==> src/rtl/utcm_pkg.sv <==
// Shared types and constants for the carrier-modulated serial transmitter.
`default_nettype none

package utcm_pkg;

    localparam int CNT_W  = 16;
    localparam int SLOT_W = 4;

    localparam logic [SLOT_W-1:0] START_SLOT = 4'd0;
    localparam logic [SLOT_W-1:0] FIRST_DATA = 4'd1;
    localparam logic [SLOT_W-1:0] LAST_DATA  = 4'd8;
    localparam logic [SLOT_W-1:0] STOP_SLOT  = 4'd9;
    localparam logic [SLOT_W-1:0] DONE_SLOT  = 4'd10;

    localparam logic [CNT_W-1:0] BIT_PERIOD_RST     = 16'd6656;
    localparam logic [CNT_W-1:0] CARRIER_PERIOD_RST = 16'd16;
    localparam logic [CNT_W-1:0] CARRIER_HIGH_RST   = 16'd7;

    typedef enum logic [1:0] {
        REG_BIT_PERIOD     = 2'd0,
        REG_CARRIER_PERIOD = 2'd1,
        REG_CARRIER_HIGH   = 2'd2
    } reg_index_t;

    typedef enum logic {
        KIND_TICK  = 1'b0,
        KIND_START = 1'b1
    } kind_t;

    typedef struct packed {
        logic              pad;
        logic [SLOT_W-1:0] bit_position;
        logic              busy_res;
        logic              modulated_out;
        logic              line_level;
    } result_t;

endpackage

`default_nettype wire

==> src/rtl/utcm_core.sv <==
// Bit timer, carrier counter, frame sequencer and result formation.
`default_nettype none

module utcm_core (
    input  wire logic                        clk,
    input  wire logic                        rst_n,
    input  wire logic                        item_accept,
    input  wire logic                        kind,
    input  wire logic [7:0]                  byte_value,
    input  wire logic                        cfg_write,
    input  wire logic [1:0]                  cfg_index,
    input  wire logic [utcm_pkg::CNT_W-1:0]  cfg_data,
    output utcm_pkg::result_t                result
);

    localparam int W = utcm_pkg::CNT_W;

    logic [W-1:0] bit_period_reg;
    logic [W-1:0] carrier_period_reg;
    logic [W-1:0] carrier_high_reg;

    logic [W-1:0] baud_count_reg, baud_count_next;
    logic [W-1:0] carrier_count_reg, carrier_count_next;
    logic [utcm_pkg::SLOT_W-1:0] slot_reg, slot_next;
    logic [7:0]   data_byte_reg, data_byte_next;
    logic         busy_reg, busy_next;
    logic         line_reg, line_next;
    logic         space_reg, space_next;
    logic         ticking_reg, ticking_next;

    logic [W:0]   carrier_inc;
    logic [W:0]   baud_inc;
    logic [W-1:0] carrier_step;
    logic         baud_wrap;
    logic [utcm_pkg::SLOT_W-1:0] slot_m1;
    logic [utcm_pkg::SLOT_W-1:0] slot_inc;

    assign carrier_inc  = {1'b0, carrier_count_reg} + {{W{1'b0}}, 1'b1};
    assign baud_inc     = {1'b0, baud_count_reg} + {{W{1'b0}}, 1'b1};
    assign carrier_step = (carrier_inc >= {1'b0, carrier_period_reg}) ? '0 : carrier_inc[W-1:0];
    assign baud_wrap    = baud_inc >= {1'b0, bit_period_reg};
    assign slot_m1      = slot_reg - utcm_pkg::FIRST_DATA;
    assign slot_inc     = slot_reg + utcm_pkg::FIRST_DATA;

    always_comb
    begin
        baud_count_next    = baud_count_reg;
        carrier_count_next = carrier_count_reg;
        slot_next          = slot_reg;
        data_byte_next     = data_byte_reg;
        busy_next          = busy_reg;
        line_next          = line_reg;
        space_next         = space_reg;
        ticking_next       = ticking_reg;
        if (item_accept)
        begin
            if (kind == utcm_pkg::KIND_START)
            begin
                data_byte_next  = byte_value;
                slot_next       = utcm_pkg::START_SLOT;
                busy_next       = 1'b1;
                baud_count_next = '0;
                ticking_next    = 1'b1;
            end
            else
            begin
                carrier_count_next = carrier_step;
                if (ticking_reg)
                begin
                    if (baud_wrap)
                    begin
                        baud_count_next = '0;
                        case (slot_reg) inside
                            utcm_pkg::START_SLOT:
                            begin
                                line_next  = 1'b0;
                                space_next = 1'b1;
                                slot_next  = slot_inc;
                            end
                            [utcm_pkg::FIRST_DATA:utcm_pkg::LAST_DATA]:
                            begin
                                line_next  = data_byte_reg[slot_m1[2:0]];
                                space_next = ~data_byte_reg[slot_m1[2:0]];
                                slot_next  = slot_inc;
                            end
                            utcm_pkg::STOP_SLOT:
                            begin
                                line_next    = 1'b1;
                                space_next   = 1'b0;
                                busy_next    = 1'b0;
                                ticking_next = 1'b0;
                                slot_next    = slot_inc;
                            end
                            default:
                            begin
                                ticking_next = 1'b0;
                            end
                        endcase
                    end
                    else
                    begin
                        baud_count_next = baud_inc[W-1:0];
                    end
                end
            end
        end
    end

    always_comb
    begin
        result               = '0;
        result.line_level    = line_next;
        result.modulated_out = space_next ? (carrier_count_next < carrier_high_reg) : 1'b1;
        result.busy_res      = busy_next;
        result.bit_position  = slot_next;
    end

    always_ff @(posedge clk or negedge rst_n)
    begin
        if (!rst_n)
        begin
            bit_period_reg     <= utcm_pkg::BIT_PERIOD_RST;
            carrier_period_reg <= utcm_pkg::CARRIER_PERIOD_RST;
            carrier_high_reg   <= utcm_pkg::CARRIER_HIGH_RST;
        end
        else if (cfg_write)
        begin
            unique case (cfg_index)
                utcm_pkg::REG_BIT_PERIOD:     bit_period_reg     <= cfg_data;
                utcm_pkg::REG_CARRIER_PERIOD: carrier_period_reg <= cfg_data;
                utcm_pkg::REG_CARRIER_HIGH:   carrier_high_reg   <= cfg_data;
                default:                      ;
            endcase
        end
    end

    always_ff @(posedge clk or negedge rst_n)
    begin
        if (!rst_n)
        begin
            baud_count_reg    <= '0;
            carrier_count_reg <= '0;
            slot_reg          <= utcm_pkg::DONE_SLOT;
            data_byte_reg     <= '0;
            busy_reg          <= 1'b0;
            line_reg          <= 1'b1;
            space_reg         <= 1'b0;
            ticking_reg       <= 1'b0;
        end
        else
        begin
            baud_count_reg    <= baud_count_next;
            carrier_count_reg <= carrier_count_next;
            slot_reg          <= slot_next;
            data_byte_reg     <= data_byte_next;
            busy_reg          <= busy_next;
            line_reg          <= line_next;
            space_reg         <= space_next;
            ticking_reg       <= ticking_next;
        end
    end

endmodule

`default_nettype wire

==> src/rtl/utcm_outbuf.sv <==
// Two-entry result register with skid stage.
`default_nettype none

module utcm_outbuf (
    input  wire logic              clk,
    input  wire logic              rst_n,
    input  wire logic              in_valid,
    output logic                   in_ready,
    input  utcm_pkg::result_t      in_data,
    output logic                   out_valid,
    input  wire logic              out_ready,
    output utcm_pkg::result_t      out_data
);

    utcm_pkg::result_t out_reg;
    utcm_pkg::result_t skid_reg;
    logic out_valid_reg;
    logic skid_valid_reg;
    logic push;
    logic pop;

    assign in_ready  = ~skid_valid_reg;
    assign out_valid = out_valid_reg;
    assign out_data  = out_reg;
    assign push      = in_valid & in_ready;
    assign pop       = out_valid_reg & out_ready;

    always_ff @(posedge clk or negedge rst_n)
    begin
        if (!rst_n)
        begin
            out_valid_reg  <= 1'b0;
            skid_valid_reg <= 1'b0;
        end
        else if (!out_valid_reg || pop)
        begin
            out_valid_reg  <= skid_valid_reg | push;
            skid_valid_reg <= 1'b0;
        end
        else if (push)
        begin
            skid_valid_reg <= 1'b1;
        end
    end

    always_ff @(posedge clk)
    begin
        if (!out_valid_reg || pop)
        begin
            out_reg <= skid_valid_reg ? skid_reg : in_data;
        end
        else if (push)
        begin
            skid_reg <= in_data;
        end
    end

endmodule

`default_nettype wire

==> src/rtl/uart_tx_carrier_modulated.sv <==
// Top level of the 8N1 serial transmitter with on-off-keyed carrier output.
`default_nettype none

// Each input item is either one clock tick or a start request carrying a byte, and each
// produces exactly one result item giving the line level, the carrier-gated level, busy and
// the next bit slot as they stand after the item. The block takes one item per cycle while
// s_tready is high; its result is registered in the output buffer. A two-entry result buffer
// lets an item be accepted while an earlier result is still waiting, and s_tready drops only
// when both entries are full. Configuration writes are always accepted (cfg_ready is high).

module uart_tx_carrier_modulated (
    input  wire logic        clk,
    input  wire logic        rst_n,
    input  wire logic        s_tvalid,
    output logic             s_tready,
    input  wire logic [7:0]  s_tdata,   // [7:0] byte_value
    input  wire logic [0:0]  s_tuser,   // [0] kind
    output logic             m_tvalid,
    input  wire logic        m_tready,
    output logic [7:0]       m_tdata,   // [0] line_level, [1] modulated_out, [2] busy_res,
                                        // [6:3] bit_position, [7] zero
    input  wire logic        cfg_valid,
    output logic             cfg_ready,
    input  wire logic [1:0]  cfg_index,
    input  wire logic [15:0] cfg_data
);

    utcm_pkg::result_t core_result;
    utcm_pkg::result_t buf_result;
    logic item_accept;

    assign cfg_ready   = 1'b1;
    assign item_accept = s_tvalid & s_tready;
    assign m_tdata     = buf_result;

    utcm_core u_core (
        .clk         (clk),
        .rst_n       (rst_n),
        .item_accept (item_accept),
        .kind        (s_tuser[0]),
        .byte_value  (s_tdata),
        .cfg_write   (cfg_valid),
        .cfg_index   (cfg_index),
        .cfg_data    (cfg_data),
        .result      (core_result)
    );

    utcm_outbuf u_outbuf (
        .clk       (clk),
        .rst_n     (rst_n),
        .in_valid  (s_tvalid),
        .in_ready  (s_tready),
        .in_data   (core_result),
        .out_valid (m_tvalid),
        .out_ready (m_tready),
        .out_data  (buf_result)
    );

`ifndef SYNTHESIS
    a_full_implies_out_valid: assert property (@(posedge clk) disable iff (!rst_n)
        !s_tready |-> m_tvalid)
        else $error("input stalled with no result pending");

    a_slot_range: assert property (@(posedge clk) disable iff (!rst_n)
        m_tvalid |-> m_tdata[6:3] <= utcm_pkg::DONE_SLOT)
        else $error("bit position out of range");

    a_busy_before_stop: assert property (@(posedge clk) disable iff (!rst_n)
        m_tvalid && m_tdata[2] |-> m_tdata[6:3] <= utcm_pkg::STOP_SLOT)
        else $error("busy after stop bit");

    a_idle_is_mark: assert property (@(posedge clk) disable iff (!rst_n)
        m_tvalid && !m_tdata[2] |-> m_tdata[0] && m_tdata[1])
        else $error("line not at mark while idle");
`endif

endmodule

`default_nettype wire

==> config.mk <==
export PLATFORM = sky130hd
export DESIGN_NAME = uart_tx_carrier_modulated
export DESIGN_NICKNAME = d
export VERILOG_FILES = /design/src/rtl/utcm_pkg.sv /design/src/rtl/utcm_core.sv /design/src/rtl/utcm_outbuf.sv /design/src/rtl/uart_tx_carrier_modulated.sv
export SDC_FILE = /design/constraint.sdc
export NUM_CORES = 1
export LEC_CHECK = 0
export ABC_AREA = 1
export BUFFER_PORTS_ARGS = -buffer_cell sky130_fd_sc_hd__buf_2
export CAP_MARGIN = 25
export CORE_MARGIN = 3
export CORE_UTILIZATION = 55
export DETAILED_ROUTE_END_ITERATION = 10
export PLACE_DENSITY_LB_ADDON = 0.1
export SKIP_LAST_GASP = 1
export SYNTH_ARGS = -nofsm -noshare
export SYNTH_HDL_FRONTEND = slang
export SYNTH_SLANG_ARGS = --single-unit
export TNS_END_PERCENT = 5
==> constraint.sdc <==
create_clock -name clk -period 6.8 [get_ports clk]
set_input_delay 1.02 -clock clk [delete_from_list [all_inputs] [get_ports clk]]
set_output_delay 1.02 -clock clk [all_outputs]
set_load 0.01 [all_outputs]
==> results.yml <==
clock_network:
  cts_tree: "done"
  postCtsSetupRepairBufs: 0
  number_of_h_tree_levels: 3
  cts_max_path_buffers: 2
  cts-buffers-inserted: 9
  hold_bufs_inserted_after_cts: 0
  clock_tree.root_cell: "clkbuf_16"
  clkSlewWorstSetupHoldPaths_ns: 0.08
  cts_resized: 0
  clock_insertion_delay_worst_skew_ns: 0.36
  cts_num_sinks: 112
setup_path:
  critical_path.cell_chain: "ha_1 > nand2_1 > nor2_1 > nand3_1 > nor3_1 > nand2_1 > xor2_1 > inv_1 > ha_1 > nand2_1 > nor2_1 > nand2_1 > o21ai_0 > nand2_1 > and2_1 > nand3_1 > o21ai_0 > ha_1 > nand4_1 > o221a_2 > nand2_1 > nand2_2 > nand2_1 > nand2_1"
  critical_setup_path_kind: "flip-flop to flip-flop"
  crit_path_end_kind: "flip-flop"
  crit_path_buf_inv_count: 1
  critical_path.max_fanout: 11
  cell_with_the_most_instances_on_the_worst_path: "nand2_1"
  cp_slowest_stage_delay_ns: 0.42
  start_kind: "flip-flop"
  worst_r2r_startpoint: "u_core.carrier_count_reg[0]"
  critPathSlowestCell: "dfrtp_1"
  setup.reg_to_reg.worst_slack_ns: 2.24
  regToRegEndpoint: "u_outbuf.out_data[1]"
  worst-endpoint-required_ns: 6.92
  critPathArrivalTime_ns: 4.68
  critPathTopFamily: "simple AND/OR/NAND/NOR gates"
  worst_reg2reg_path_length_in_cells: 24
pwr:
  total_leakage_power_nw: 3.63
  switching_share_pct: 35.1
  netSwitchingPower_mw: 0.686
  combinationalPowerShare_pct: 29.9
  vdd.ir_drop.worst_v: 0.000333
  power.clock.fraction_pct: 25.9
  seq_power_share_pct: 44.1
  power.density_cell_area_nw_per_um2: 277
  cellInternalPower_mw: 1.27
  totalPowerFinal_mw: 1.95
routing:
  drt-initial-drc-count: 351
  ant_nets: 0
  post_drt_wl_per_cell_um: 14.3
  routed_vias_inst: 5.19
  route.final.wire_length_mm: 13.9
  drt_drc_violations_left: 0
  num_vias: 5053
  detail_route.first_pass.iterations: 5
job:
  cap_violations: 0
timing:
  timing.setup.tns_ns: 0
  post-route-min-period_ns: 4.56
  worstMarginPinSlew_ns: 0.988
  drv_slew: 0
  slew_headroom_pct: 33.4
  final_count_of_negative_setup_slack_endpoints: 0
  timing.final.crit_share_pct: 67.0
  fin_worst_skew_ns: 0.0119
  worst_slack_ns: 2.24
  unrepaired_setup_endpoints_after_global_routing: "false"
  fmax_mhz: 219
  hold_violations: 0
grt:
  global_route.overflow_total: 0
  grt_pass1_vias: 5039
  grt_pass1_wl_mm: 23.7
  grt_max_degree: 74
  grt_antenna_before_repair: 0
  total_global_route_track_usage_pct: 22.8
floorplanning:
  coreArea_um2: 11100
  floorplan.io_pins: 43
  placement_rows: 38
  die_footprint_um2: 13100
  chipWidth_um: 114
  initial_core_util_pct: 58.0
  dieHeight_um: 114
synthesis:
  synth-main-ff-cell: "dfrtp_1"
  post_synth_num_cell_types: 47
  synth_cells: 792
  mappedNetlistArea_um2: 6450
  mappedNetlistNets: 877
  async_reset_ff_share_pct: 87.5
  main_combinational_cell_family_by_area_after_synthesis: "simple AND/OR/NAND/NOR gates"
  flip_flop_and_latch_count_after_synthesis: 112
  simple_gate_fraction_of_synth_area_pct: 20.4
  post_synth_mux_area_share_pct: 0
  ys.warnings.count: 0
  yosys.area_share.xor_xnor_pct: 2.72
  synth_compound_gate_area_share_pct: 11.9
  avgSynthCellArea_um2: 8.14
  synth_seq_area_share_pct: 44.8
  synthAdderAreaFrac_pct: 10.3
  number_of_enable_type_register_cells_in_the_synthesized_netlist: 14
placement:
  detailedPlace.worstSlack_ns: 2.31
  gp_congestion: 0.887
  place.detailed.hpwl_mm: 10.6
  port-buffer-count: 40
layout:
  layout-area-overhead-vs-synth_pct: 9.45
  layout_commonest_cell: "nand2_1"
  fraction_of_layout_cells_with_a_size_suffix_above_1_pct: 11.4
  layout_common_cells: "205 x nand2_1, 144 x inv_1, 88 x dfrtp_1"
  fill_cells: 964
  num_antenna_cells: 0
  final_nets: 913
hold_path:
  worst_hold_path.endpoint: "u_core.data_byte_reg[5]"
  count_of_cells_along_the_worst_hold_path: 2
  startpoint_of_the_tightest_hold_check_path: "u_core.data_byte_reg[5]"
  worst_hold_path_type: "flip-flop to flip-flop"
run_status:
  status: "completed"
-- metal layers --
metal	vias up	track usage [%]	wire, um
li1	2608	-	-
met1	2319	31.7	6610
met2	104	35.5	6370
met3	22	4.97	657
met4	0	7.92	286
met5	-	0	0
-- Yosys cell counts (all sizes together), types with 2 or more instances --
library cell	count	area (um2)
o22ai	23	150
conb	2	7.51
buf	4	23.8
nor2	46	203
nand3b	2	15.0
nand2	209	800
o21ai	76	384
clkbuf	14	52.6
dfstp	10	263
o31ai	2	15.0
dfrtp	88	2200
inv	148	556
nor3	10	60.1
edfxtp	14	420
nand4	15	100
a21oi	25	129
nand3	18	130
a211oi	2	15.0
xor2	19	166
ha	53	663
-- worst register-to-register path, stage by stage (launching register included) --
cell	delay [ns]
dfrtp_1	0.42
ha_1	0.21
nand2_1	0.07
nor2_1	0.21
nand3_1	0.16
nor3_1	0.28
nand2_1	0.11
xor2_1	0.23
inv_1	0.07
ha_1	0.31
nand2_1	0.07
nor2_1	0.08
nand2_1	0.06
o21ai_0	0.16
nand2_1	0.08
and2_1	0.17
nand3_1	0.36
o21ai_0	0.23
ha_1	0.35
nand4_1	0.12
o221a_2	0.26
nand2_1	0.12
nand2_2	0.06
nand2_1	0.06
nand2_1	0.05
-- metrics by stage --
| step | hold slack [ns] | instances | util, % | area, um2 |
|---|---|---|---|---|
| floorplan | 0.442 | 792 | - | 6450 |
| global placement | 0.458 | 956 | 60.8 | 6760 |
| detailed placement | 0.460 | 956 | 60.8 | 6760 |
| CTS | 0.481 | 972 | 63.3 | 7040 |
| global route | 0.494 | 973 | 63.4 | 7060 |
| finish | 0.482 | 973 | 63.4 | 7060 |
-- power by group through the flow --
stage	combinational, mW	sequential [mW]	clock (mW)
after floorplan	0.427	0.856	0
after global placement	0.564	0.869	0
after detailed placement	0.582	0.872	0
after CTS	0.589	0.861	0.519
after global routing	0.691	0.874	0.543
final	0.585	0.862	0.506
-- cells by family (layout without fill, tap and decap cells) --
logic type,count (synthesis),after routing
simple gates,301,301
other cells,2,2
buf+inv,167,208
fa+ha+maj,53,53
xor+xnor,20,20
flops,112,112
compound gates,137,137
-- final cells by class --
type / instances / area, um2 / area share [%]
multi-input cells: 513 / 2930 / 41.5
clock inverters: 6 / 48.8 / 0.691
clock buffers: 10 / 229 / 3.24
flip-flops and latches: 112 / 2890 / 40.9
inverters: 149 / 559 / 7.93
repair buffers: 43 / 233 / 3.30
well taps: 140 / 175 / 2.48
-- worst max path at each step --
stage,endpoint,slack (ns),cells past startpoint,startpoint
2_1_floorplan,u_outbuf.out_data[1],2.86,27,u_core.carrier_count_reg[0]
3_3_place_gp,u_outbuf.out_data[1],2.46,24,u_core.carrier_count_reg[0]
3_5_place_dp,u_outbuf.out_data[1],2.31,24,u_core.carrier_count_reg[0]
4_1_cts,u_outbuf.out_data[1],2.28,26,u_core.carrier_count_reg[0]
5_1_grt,u_outbuf.out_data[1],1.72,27,u_core.carrier_count_reg[0]
6_report,u_outbuf.out_data[1],2.24,24,u_core.carrier_count_reg[0]
Note: power is estimated with default switching activity, not from simulation.
